--- config.mk ---
export PLATFORM = sky130hd
export DESIGN_NAME = priority_interrupt_controller_unit
export DESIGN_NICKNAME = d
export VERILOG_FILES = /design/src/rtl/pic_pkg.sv /design/src/rtl/pic_core.sv /design/src/rtl/priority_interrupt_controller_unit.sv
export SDC_FILE = /design/constraint.sdc
export NUM_CORES = 1
export LEC_CHECK = 0
export BUFFER_PORTS_ARGS = -buffer_cell sky130_fd_sc_hd__buf_2
export CAP_MARGIN = 15
export CORE_MARGIN = 2
export CORE_UTILIZATION = 30
export CTS_CLUSTER_DIAMETER = 40
export CTS_CLUSTER_SIZE = 20
export DETAILED_ROUTE_END_ITERATION = 6
export HOLD_SLACK_MARGIN = 0.12
export SLEW_MARGIN = 25
export SYNTH_ARGS = -nofsm -noshare
export SYNTH_HDL_FRONTEND = slang
export SYNTH_SLANG_ARGS = --single-unit
--- constraint.sdc ---
create_clock -name clk -period 2.4 [get_ports clk]
set_input_delay 0.24 -clock clk [delete_from_list [all_inputs] [get_ports clk]]
set_output_delay 0.24 -clock clk [all_outputs]
set_load 0.02 [all_outputs]
--- src/rtl/pic_pkg.sv ---
// ----------------------------------------------------------------------------
// pic_pkg
// shared types, codes and constants of the priority interrupt controller
// ----------------------------------------------------------------------------
package pic_pkg;

    localparam int NumSources = 5;

    localparam logic [15:0] AddrFlags  = 16'hFF0F;
    localparam logic [15:0] AddrEnable = 16'hFFFF;
    localparam logic [7:0]  VecBase    = 8'h40;

    localparam int InDataWidth  = 32;
    localparam int OutDataWidth = 24;

    typedef enum logic [2:0] {
        ACT_TICK       = 3'd0,
        ACT_READ       = 3'd1,
        ACT_WRITE      = 3'd2,
        ACT_ENABLE_ME  = 3'd3,
        ACT_DISABLE_ME = 3'd4
    } action_t;

    typedef struct packed {
        logic [2:0]  action;
        logic [15:0] address;
        logic [7:0]  write_data;
        logic [4:0]  request_bits;
        logic        vdma_active;
    } pic_item_t;

    typedef struct packed {
        logic [7:0] read_data;
        logic       address_hit;
        logic       dispatch;
        logic [7:0] vector;
        logic       wake_halt;
    } pic_result_t;

endpackage

--- src/rtl/pic_core.sv ---
// ----------------------------------------------------------------------------
// pic_core
// register file, tick evaluation and priority dispatch for one transaction
// ----------------------------------------------------------------------------
module pic_core
(
    input  logic                 clk,
    input  logic                 rst_n,
    input  logic                 accept,
    input  pic_pkg::pic_item_t   item,
    output pic_pkg::pic_result_t result
);

    logic [7:0] enable_mask_reg;
    logic [7:0] enable_mask_next;
    logic [7:0] flag_bits_reg;
    logic [7:0] flag_bits_next;
    logic       master_enable_reg;
    logic       master_enable_next;

    logic       sel_flags;
    logic       sel_enable;
    logic [7:0] flags_ticked;
    logic [4:0] pending;
    logic [2:0] src_num;
    logic       src_found;

    assign sel_flags    = (item.address == pic_pkg::AddrFlags);
    assign sel_enable   = (item.address == pic_pkg::AddrEnable);
    assign flags_ticked = flag_bits_reg | {3'b000, item.request_bits};
    assign pending      = enable_mask_reg[4:0] & flags_ticked[4:0];

    // bit 0 has the highest priority
    always_comb
    begin
        src_num   = 3'd0;
        src_found = 1'b0;
        for (int n = pic_pkg::NumSources - 1; n >= 0; n--)
        begin
            if (pending[n])
            begin
                src_num   = 3'(n);
                src_found = 1'b1;
            end
        end
    end

    always_comb
    begin
        enable_mask_next   = enable_mask_reg;
        flag_bits_next     = flag_bits_reg;
        master_enable_next = master_enable_reg;
        result             = '0;
        unique case (item.action)
            pic_pkg::ACT_TICK:
            begin
                flag_bits_next   = flags_ticked;
                result.wake_halt = !item.vdma_active
                                   && (master_enable_reg || (flags_ticked != 8'h00));
                if (master_enable_reg && src_found)
                begin
                    flag_bits_next[src_num] = 1'b0;
                    master_enable_next      = 1'b0;
                    result.dispatch         = 1'b1;
                    result.vector           = pic_pkg::VecBase + {2'b00, src_num, 3'b000};
                end
            end
            pic_pkg::ACT_READ:
            begin
                if (sel_flags)
                begin
                    result.read_data   = flag_bits_reg;
                    result.address_hit = 1'b1;
                end
                else if (sel_enable)
                begin
                    result.read_data   = enable_mask_reg;
                    result.address_hit = 1'b1;
                end
            end
            pic_pkg::ACT_WRITE:
            begin
                if (sel_flags)
                begin
                    flag_bits_next     = item.write_data;
                    result.address_hit = 1'b1;
                end
                else if (sel_enable)
                begin
                    enable_mask_next   = item.write_data;
                    result.address_hit = 1'b1;
                end
            end
            pic_pkg::ACT_ENABLE_ME:  master_enable_next = 1'b1;
            pic_pkg::ACT_DISABLE_ME: master_enable_next = 1'b0;
            default:
            begin
                // unused action codes leave everything untouched
            end
        endcase
    end

    always_ff @(posedge clk or negedge rst_n)
    begin
        if (!rst_n)
        begin
            enable_mask_reg   <= 8'h00;
            flag_bits_reg     <= 8'h00;
            master_enable_reg <= 1'b0;
        end
        else if (accept)
        begin
            enable_mask_reg   <= enable_mask_next;
            flag_bits_reg     <= flag_bits_next;
            master_enable_reg <= master_enable_next;
        end
    end

endmodule

--- src/rtl/priority_interrupt_controller_unit.sv ---
// ----------------------------------------------------------------------------
// priority_interrupt_controller_unit
// fixed-priority five-source interrupt controller with stream channels
// ----------------------------------------------------------------------------
// Each input transaction carries one action in s_tuser (tick, bus read, bus
// write, master enable, master disable) and the bus address, write byte,
// request bits and video DMA flag in s_tdata. Every input transaction gives
// exactly one result transaction on the m_ side with read data, address hit,
// dispatch, vector and halt wake.
// The action is evaluated and the register state updated in the cycle the
// transaction is accepted; the result is registered in the output register,
// or in the skid register while the output stalls, and throughput is one
// transaction per cycle while m_tready stays high.
// A two-entry result buffer (output register plus skid register) sits between
// the channels: one more transaction is taken while a result waits, and
// s_tready drops only once both entries are full. No result is dropped while
// the receiver stalls.
// Reset clears the enable mask, the flags and the master enable, and empties
// the result buffer; s_tready is high straight after reset.
// ----------------------------------------------------------------------------
module priority_interrupt_controller_unit
(
    input  logic                             clk,
    input  logic                             rst_n,
    input  logic                             s_tvalid,
    output logic                             s_tready,
    // address[15:0], write_data[23:16], request_bits[28:24], vdma_active[29], zero[31:30]
    input  logic [pic_pkg::InDataWidth-1:0]  s_tdata,
    // action[2:0]
    input  logic [2:0]                       s_tuser,
    output logic                             m_tvalid,
    input  logic                             m_tready,
    // read_data[7:0], address_hit[8], dispatch[9], vector[17:10], wake_halt[18],
    // zero[23:19]
    output logic [pic_pkg::OutDataWidth-1:0] m_tdata
);

    pic_pkg::pic_item_t   item;
    pic_pkg::pic_result_t result;
    pic_pkg::pic_result_t out_reg;
    pic_pkg::pic_result_t skid_reg;
    logic                 out_valid_reg;
    logic                 skid_valid_reg;
    logic                 accept;
    logic                 out_free;

    assign item.action       = s_tuser;
    assign item.address      = s_tdata[15:0];
    assign item.write_data   = s_tdata[23:16];
    assign item.request_bits = s_tdata[28:24];
    assign item.vdma_active  = s_tdata[29];

    assign s_tready = !skid_valid_reg;
    assign accept   = s_tvalid && s_tready;
    assign out_free = !out_valid_reg || m_tready;

    pic_core u_core
    (
        .clk    (clk),
        .rst_n  (rst_n),
        .accept (accept),
        .item   (item),
        .result (result)
    );

    always_ff @(posedge clk or negedge rst_n)
    begin
        if (!rst_n)
        begin
            out_valid_reg  <= 1'b0;
            skid_valid_reg <= 1'b0;
        end
        else if (out_free)
        begin
            // skid entry drains first, it is the older transaction
            out_valid_reg  <= skid_valid_reg || accept;
            skid_valid_reg <= 1'b0;
        end
        else if (accept)
        begin
            skid_valid_reg <= 1'b1;
        end
    end

    always_ff @(posedge clk)
    begin
        if (out_free)
        begin
            if (skid_valid_reg)
            begin
                out_reg <= skid_reg;
            end
            else if (accept)
            begin
                out_reg <= result;
            end
        end
        else if (accept)
        begin
            skid_reg <= result;
        end
    end

    assign m_tvalid = out_valid_reg;
    assign m_tdata  = {5'b00000, out_reg.wake_halt, out_reg.vector, out_reg.dispatch,
                       out_reg.address_hit, out_reg.read_data};

endmodule

==> results by group, run 1 <==
Outcome
  – Status: complete, no violations

Floorplanning
  – # rows: 32
  – Core area: 7810 µm²
  – IO Pins: 65
  – Initial Util: 31.2%
  – Die X: 94.2 µm
  – Die Area: 8870 µm²
  – Die height: 94.2 µm

Clock tree
  – Worst skew pair latency: 0.30 ns
  – Sink Count: 47
  – Worst-path clk slew: 0.09 ns
  – CTS buffer count: 5
  – CTS tree: done
  – Postcts setup bufs: 0
  – CTS H-tree lvls: 2
  – Resized cells post-CTS: 0
  – CTS max path bufs: 2
  – Root Buffer: clkbuf_8
  – Hold Buf Count CTS: 1

Synthesis
  – Synth cell types: 47
  – Syn Area/Cell: 12.2 µm²
  – Ranking of synthesized cells by area: edfxtp_1 (34%), dfrtp_1 (19%), mux2_2 (6.9%)
  – Number of synthesized flops with an enable pin: 28
  – Synth Register Bits: 47
  – Synth Area in Compound Gates: 13.5%
  – Post-synth top flop: edfxtp_1
  – Ys async rst share: 40.4%
  – Post-synth top cells: edfxtp_1 (28), dfrtp_1 (19), mux2_2 (15)
  – Synth Area in XOR/XNOR: 0.359%
  – Cell taking the most area after synthesis: edfxtp_1
  – Post-synthesis simple-gate area fraction: 19.7%
  – Largest family of logic cells by synthesized area: simple AND/OR/NAND/NOR gates
  – Post-Syn Instances: 200
  – Multiplexer area fraction after synthesis: 7.75%
  – Synth Warn #: 0
  – Most frequent cell after synthesis: edfxtp_1
  – Synth Area in Adders: 0%
  – Seq/Total Area, Yosys: 54.0%
  – Share of the synthesized area in the top cell type: 34.5%
  – Cell area after synthesis: 2440 µm²

Layout
  – Fraction of layout cells with a size suffix above 1: 37.6%
  – # fillers: 787
  – Footprint of the multi-input gates: 1040 µm²
  – Ant diodes: 0
  – Area Overhead vs Synth: 19.6%
  – Finished Layout Cells: 365
  – Nets@finish: 301
  – Register area: 1320 µm²

Routing
  – Post-route ant nets: 0
  – Via count: 1759
  – Drt total wl: 5260 µm
  – Wire length per cell: 14.4 µm
  – Via density: 4.82
  – Starting DRC count in detailed routing: 143
  – DRC: 0
  – First drt pass iteration count: 6

Worst setup path
  – Worst setup path category: register to register
  – Critical Path AT: 2.00 ns
  – Critical Path End Type: register
  – Crit Path Max Fanout: 5
  – CP Data Required Time: 2.48 ns
  – Worst Setup Start Kind: register

Timing
  – Fin. max-slew vios: 0
  – Final min period: 1.93 ns
  – Maximum clock frequency: 519 MHz
  – Final setup viols: 0
  – Slew @ Worst Pin: 0.641 ns
  – Worst rel slew slack: 57.3%
  – Worst Skew: 0.0154 ns
  – Tcrit/Tclk final: 80.3%
  – Setup_tns: 0 ns
  – WHS: 0.183 ns
  – Fin. Hold Viols: 0
  – Final setup margin: 0.473 ns
  – RSZ-0062 raised after global routing: false

Placement
  – Cells after DPL: 356
  – Post-DP HPWL: 4100 µm
  – Final estimated routing congestion in global placement: 0.851
  – Port bufs: 53
  – Pre-CTS WS: 0.323 ns

GRT
  – Largest net degree at the start of global routing: 20
  – Initial antenna violation count: 0
  – GRT Overall Usage: 12.6%
  – First-pass GRT wire length: 8690 µm
  – GR Overflow Total: 0
  – Vias in the first global route: 1696

Power
  – Worst IR drop on VDD: 0.000206 V
  – P_leak: 1.21 nW
  – Pwr dens: 561 nW/µm²

Job
  – Max-cap violation count: 0

Hold path
  – Worst hold path type: input pin to register
[per-stage QoR]
stage	area, µm²	util, %	total power [W]
after floorplan	2470	-	0.00110
after global placement	2820	36.1	0.00118
after detailed placement	2820	36.1	0.00119
after CTS	2920	37.4	0.00165
after global routing	2920	37.4	0.00172
final	2920	37.4	0.00164
[worst max-delay path, cell delays in order, from the launching register on]
cell	delay, ns
dfrtp_1	0.44
o21ai_0	0.35
nand2_1	0.14
or2_2	0.34
o41ai_1	0.43
[logic make-up (layout without fill, tap and decap cells)]
group | after synthesis | in the layout
compound gates | 44 | 44
xor+xnor | 1 | 1
buf+inv | 17 | 72
flops | 47 | 47
mux | 17 | 17
other cells | 1 | 9
simple gates | 73 | 73
[placed cells by master (no fill, tap or decap), drive strengths merged, types with 2 or more instances in the layout]
cell type | synthesis | routed
nand4 | 5 | 5
a22oi | 6 | 6
nand3 | 2 | 2
buf | 13 | 62
edfxtp | 28 | 28
o21a | 2 | 2
a31oi | 5 | 5
nor3 | 7 | 7
o22ai | 3 | 3
mux2 | 15 | 15
clkbuf | 3 | 6
nand2 | 9 | 9
and2 | 9 | 9
a221o | 6 | 6
or2 | 6 | 6
or3b | 2 | 2
nor2 | 13 | 13
o21ai | 8 | 8
conb | 1 | 9
or4 | 2 | 2
clkinv | 1 | 3
nor4 | 4 | 4
o31ai | 2 | 2
mux2i | 2 | 2
dfrtp | 19 | 19
o41ai | 2 | 2
a21oi | 5 | 5
nor3b | 3 | 3
and3 | 2 | 2
nand3b | 4 | 4
nand2b | 4 | 4
[path summary, 6_finish.rpt]
path                                              to  slack [ns]                       from  cells after the start
min                                         m_tvalid        0.18                   s_tvalid                      3
min reg2reg                u_core.enable_mask_reg[5]        0.51  u_core.enable_mask_reg[5]                      1
max in group asynchronous   u_core.master_enable_reg        1.67                      rst_n                      2
min in group asynchronous    u_core.flag_bits_reg[3]        0.40                      rst_n                      2
max                                      m_tdata[15]        0.47    u_core.flag_bits_reg[3]                      4
max reg2reg                              m_tdata[15]        0.47    u_core.flag_bits_reg[3]                      4
[per-layer routing]
metal  vias up  global-route usage, %  wire [µm]
met5         -                      0          0
met3         3                   2.89        258
met4         0                   2.54         30
met1       827                   18.3       2580
li1        884                      -          -
met2        45                   19.3       2390
[cell type report]
type	instances	area share, %
clock buffer	6	2.49
clock inverter	2	0.429
inverter	1	0.129
multi-input combinational	144	35.7
sequential	47	45.1
tap	102	4.38
timing repair buffer	63	11.8
[where the power goes]
part	leakage (nW)	internal [W]	switching (W)
clock network	0.0428	0.000204	0.000259
registers	0.509	0.000910	0.0000363
logic	0.660	0.0000835	0.000143
(Power assumes the default switching activity.)
==> run 2, diff against run 1 <==
Clock period 2.4 ns to 2 ns, I/O delays scaled along.
==> results by group, run 2 (synthesis results as in run 1) <==
Routing
  – Via count: 1844 (+4.8%)
  – First drt pass iteration count: 4 (-2)
  – Starting DRC count in detailed routing: 123 (-14%)
  – Post-route ant nets: 0 (unchanged)
  – Wire length per cell: 14.6 µm (+1.5%)
  – Drt total wl: 5440 µm (+3.4%)
  – Via density: 4.96 (+2.9%)
  – DRC: 0 (unchanged)

Timing
  – Worst Skew: 0.0103 ns (-0.00503 ns)
  – Final setup margin: 0.132 ns (-0.341 ns)
  – Final min period: 1.87 ns (-0.0592 ns)
  – Tcrit/Tclk final: 93.4% (+13 points)
  – Final setup viols: 0 (unchanged)
  – Maximum clock frequency: 535 MHz (+3.2%)
  – WHS: 0.134 ns (-0.0486 ns)
  – Worst rel slew slack: 65.9% (+8.6 points)
  – Fin. Hold Viols: 0 (unchanged)
  – Fin. max-slew vios: 0 (unchanged)
  – RSZ-0062 raised after global routing: false
  – Setup_tns: 0 ns (unchanged)
  – Slew @ Worst Pin: 0.509 ns (-0.132 ns)

Worst setup path
  – Critical Path End Type: register
  – Worst Setup Start Kind: register
  – CP Data Required Time: 2.06 ns (-0.42 ns)
  – Flop-to-flop setup slack: 0.13 ns (-0.34 ns)
  – Worst setup path category: register to register
  – RR Endpoint: m_tdata[18]
  – Worst R2R Path Depth: 4 (unchanged)
  – Reg2reg start: u_core.flag_bits_reg[3]
  – Critical Path AT: 1.93 ns (-0.07 ns)
  – Crit Path Max Fanout: 5 (unchanged)

Floorplanning
  – Die Area: 8870 µm² (unchanged)
  – Core area: 7810 µm² (unchanged)
  – # rows: 32 (unchanged)
  – Initial Util: 31.2% (unchanged)
  – Die X: 94.2 µm (unchanged)
  – IO Pins: 65 (unchanged)
  – Die height: 94.2 µm (unchanged)

GRT
  – GR Overflow Total: 0 (unchanged)
  – GRT Overall Usage: 12.8% (+0.21 points)
  – Initial antenna violation count: 0 (unchanged)
  – First-pass GRT wire length: 8770 µm (+0.94%)
  – Vias in the first global route: 1723 (+1.6%)
  – Largest net degree at the start of global routing: 20 (unchanged)

Layout
  – Ant diodes: 0 (unchanged)
  – Nets@finish: 308 (+2.3%)
  – Fin area: 2970 µm² (+1.9%)
  – Register area: 1320 µm² (unchanged)
  – Commonest non-fill, non-tap cell in the layout: buf_2
  – Fraction of layout cells with a size suffix above 1: 39.6% (+2.0 points)
  – Most frequent cells in the layout: buf_2 (53), edfxtp_1 (28), dfrtp_1 (19)
  – Area Overhead vs Synth: 21.9%
  – Footprint of the multi-input gates: 1040 µm² (unchanged)
  – # fillers: 799 (+1.5%)

Placement
  – Final estimated routing congestion in global placement: 0.912 (+7.2%)
  – Post-DP HPWL: 4260 µm (+4.0%)
  – Port bufs: 53 (unchanged)
  – Pre-CTS WS: 0.0575 ns (-0.266 ns)
  – Placed Area: 2870 µm² (+1.9%)

Power
  – Tot Pwr: 0.00200 W (+22%)
  – Pwr dens: 672 nW/µm² (+20%)
  – Worst IR drop on VDD: 0.000254 V (+24%)
  – P_leak: 1.24 nW (+2.5%)

Clock tree
  – CTS max path bufs: 2 (unchanged)
  – CTS H-tree lvls: 2 (unchanged)
  – Root Buffer: clkbuf_8
  – CTS buffer count: 5 (unchanged)
  – CTS tree: done
  – Worst-path clk slew: 0.09 ns (about the same)
  – Worst skew pair latency: 0.30 ns (about the same)
  – Postcts setup bufs: 0 (unchanged)
  – Sink Count: 47 (unchanged)

Hold path
  – Worst hold path type: input pin to register
  – Hold depth: 3 (unchanged)
  – Hold_sp: s_tvalid
  – Min-Delay Endpoint: m_tvalid

Outcome
  – Status: complete, no violations

Job
  – Max-cap violation count: 0 (unchanged)
[run 2: area by class of cell]
| cell class | count | share of cell area, % |
|---|---|---|
| multi-input cells | 144 | 35.0 |
| inverters | 1 | 0.126 |
| repair buffers | 70 | 13.3 |
| flip-flops and latches | 47 | 44.3 |
| well taps | 102 | 4.29 |
| clock inverters | 3 | 0.673 |
| clock buffers | 5 | 2.31 |
[run 2: routing by layer]
metal	routed length, µm	GRT usage [%]	vias up
met4	51	3.62	0
li1	-	-	893
met3	255	2.57	5
met1	2620	18.2	898
met2	2510	19.9	48
met5	0	0	-
[run 2: stage by stage]
step | std cells | util, %
finish | 372 | 38.1
global route | 372 | 38.1
CTS | 372 | 38.1
detailed placement | 363 | 36.8
global placement | 363 | 36.8
floorplan | 208 | -
[run 2: timing repair]
item / 4_1_cts / 5_1_grt
hold buffers: 1 / 0
resized for setup: 0 / 1
setup endpoints to repair: 0 / 1
endpoints found under the hold margin: 19 / 0
[run 2: power by group]
| group | internal, W | switching, W | total, W |
|---|---|---|---|
| combinational | 0.000111 | 0.000179 | 0.000289 |
| sequential | 0.00109 | 0.0000410 | 0.00113 |
| clock | 0.000244 | 0.000332 | 0.000577 |
| total | 0.00145 | 0.000552 | 0.00200 |
[run 2: critical path: stages (launching register included)]
cell and delay [ns]:
dfrtp_1 0.44, or4_1 0.55, nor3_1 0.15, a311oi_1 0.18, mux2_2 0.30
[run 2: worst max-delay path by stage]
stage / depth (start not counted) / to / from
floorplan: 5 / m_tdata[0] / s_tdata[4]
global placement: 5 / m_tdata[3] / s_tdata[4]
detailed placement: 5 / m_tdata[0] / s_tdata[4]
CTS: 4 / m_tdata[15] / u_core.flag_bits_reg[3]
global route: 4 / m_tdata[15] / u_core.flag_bits_reg[1]
finish: 4 / m_tdata[18] / u_core.flag_bits_reg[3]
==> run 3, diff against run 2 <==
Settings changed: GPL_TIMING_DRIVEN from default to 0, RECOVER_POWER from default to 25.
==> results by group, run 3 (synthesis results as in run 1) <==
Hold path
  – Hold depth: 2 (-1)
  – Min-Delay Endpoint: u_core.enable_mask_reg[5]
  – Worst hold path type: input pin to register
  – Hold_sp: s_tdata[21]

Clock tree
  – CTS max path bufs: 2 (unchanged)
  – Postcts setup bufs: 0 (unchanged)
  – Sink Count: 47 (unchanged)
  – CTS H-tree lvls: 2 (unchanged)
  – Root Buffer: clkbuf_8
  – Worst skew pair latency: 0.30 ns (about the same)
  – CTS tree: done
  – Worst-path clk slew: 0.08 ns (about the same)
  – CTS buffer count: 5 (unchanged)

Floorplanning
  – Initial Util: 31.2% (unchanged)
  – IO Pins: 65 (unchanged)
  – Core area: 7810 µm² (unchanged)
  – Die X: 94.2 µm (unchanged)
  – Die Area: 8870 µm² (unchanged)
  – Die height: 94.2 µm (unchanged)
  – # rows: 32 (unchanged)

Layout
  – Nets@finish: 308 (unchanged)
  – Most frequent cells in the layout: buf_2 (48), edfxtp_1 (28), dfrtp_1 (19)
  – Fraction of layout cells with a size suffix above 1: 37.8% (-1.9 points)
  – Ant diodes: 0 (unchanged)
  – Commonest non-fill, non-tap cell in the layout: buf_2
  – Area Overhead vs Synth: 22.8%
  – Fin util: 38.3% (+0.27 points)

Power
  – P_leak: 1.23 nW (-0.86%)
  – Pwr dens: 704 nW/µm² (+4.7%)
  – Tot Pwr: 0.00211 W (+5.4%)
  – Worst IR drop on VDD: 0.000290 V (+14%)

Routing
  – WL met2: 2460 µm (-2.2%)
  – Drt total wl: 5360 µm (-1.3%)
  – Via count: 1848 (+0.22%)
  – Post-route ant nets: 0 (unchanged)
  – First drt pass iteration count: 4 (unchanged)
  – Wire length per cell: 14.4 µm (-1.3%)
  – Via density: 4.97 (+0.22%)
  – Starting DRC count in detailed routing: 153 (+24%)
  – Post-Route M1 WL: 2530 µm (-3.1%)
  – DR top layer: met4
  – Met3 WL: 322 µm (+26%)
  – DRC: 0 (unchanged)

Outcome
  – Status: complete, no violations

Worst setup path
  – Worst setup path category: register to register
  – Flop-to-flop setup slack: 0.14 ns (about the same)
  – CP Data Required Time: 2.10 ns (+0.04 ns)
  – Reg2reg start: u_core.flag_bits_reg[1]
  – Crit Path Max Fanout: 5 (unchanged)
  – RR Endpoint: m_tdata[15]
  – Worst R2R Path Depth: 4 (unchanged)
  – Critical Path End Type: register
  – Critical Path AT: 1.95 ns (+0.02 ns)
  – Worst Setup Start Kind: register

Timing
  – Maximum clock frequency: 538 MHz (+0.54%)
  – Worst Skew: 0.00483 ns (-0.00549 ns)
  – Fin. max-slew vios: 0 (unchanged)
  – RSZ-0062 raised after global routing: true
  – Tcrit/Tclk final: 92.9% (-0.50 points)
  – Worst rel slew slack: 26.3% (-40 points)
  – Final setup viols: 0 (unchanged)
  – Final min period: 1.86 ns (-0.00995 ns)
  – Final setup margin: 0.142 ns (+0.00995 ns)
  – Slew @ Worst Pin: 1.11 ns (+0.596 ns)
  – Setup_tns: 0 ns (unchanged)
  – Fin. Hold Viols: 0 (unchanged)

Placement
  – Pre-CTS WS: -0.276 ns (-0.334 ns)
  – Post-DP HPWL: 4160 µm (-2.3%)
  – Port bufs: 53 (unchanged)
  – Final estimated routing congestion in global placement: 0.891 (-2.4%)

GRT
  – Vias in the first global route: 1739 (+0.93%)
  – Largest net degree at the start of global routing: 20 (unchanged)
  – Initial antenna violation count: 0 (unchanged)
  – GR Overflow Total: 0 (unchanged)
  – First-pass GRT wire length: 8700 µm (-0.79%)
  – GRT Overall Usage: 12.6% (-0.18 points)

Job
  – Max-cap violation count: 0 (unchanged)
[run 3: repair_timing]
action | in CTS | in global routing
gates cloned | 0 | 0
gates resized for setup | 1 | 6
hold buffers | 1 | 0
endpoints found under the setup margin | 1 | 27
endpoints found under the hold margin | 19 | 0
pin swaps | 0 | 1
[run 3: where the power goes]
group / switching [W] / total (W) / internal (W) / leakage [nW]
Clock: 0.000311 / 0.000684 / 0.000373 / 0.0514
Sequential: 0.0000446 / 0.00114 / 0.00109 / 0.509
Combinational: 0.000177 / 0.000286 / 0.000109 / 0.671
Total: 0.000533 / 0.00211 / 0.00157 / 1.23
[run 3: cell type report]
cell class | instances | area [µm²]
fill | 788 | 4810
sequential | 47 | 1320
multi-input combinational | 144 | 1060
timing repair buffer | 54 | 267
tap | 102 | 128
buffer | 16 | 108
clock buffer | 6 | 72.6
clock inverter | 2 | 37.5
inverter | 1 | 3.75
[run 3: worst max path at each step]
| stage | start | slack (ns) | to | depth (start not counted) |
|---|---|---|---|---|
| floorplan | s_tdata[4] | 0.13 | m_tdata[0] | 5 |
| global placement | s_tdata[1] | -0.21 | m_tdata[2] | 5 |
| detailed placement | s_tdata[1] | -0.28 | m_tdata[2] | 5 |
| CTS | u_core.flag_bits_reg[1] | 0.04 | m_tdata[15] | 4 |
| global route | skid_valid_reg | -0.01 | u_core.enable_mask_reg[0] | 5 |
| finish | u_core.flag_bits_reg[1] | 0.14 | m_tdata[15] | 4 |
[run 3: metal layers]
layer / global-route usage, % / vias up
li1: - / 893
met1: 17.8 / 892
met2: 19.3 / 58
met3: 3.05 / 5
met4: 3.50 / 0
met5: 0 / -
[run 3: critical path, cell delays in order, from the launching register on]
cell	delay (ns)
dfrtp_1	0.43
o21ai_1	0.24
nand3_1	0.22
or2_2	0.38
o41ai_2	0.39
[run 3: stage by stage]
step | area (µm²) | hold WS (ns) | std cells
2_1_floorplan | 2470 | -0.0956 | 208
3_3_place_gp | 2860 | 0.169 | 363
3_5_place_dp | 2860 | 0.179 | 363
4_1_cts | 2990 | 0.146 | 372
5_1_grt | 2990 | 0.147 | 372
6_report | 2990 | 0.145 | 372
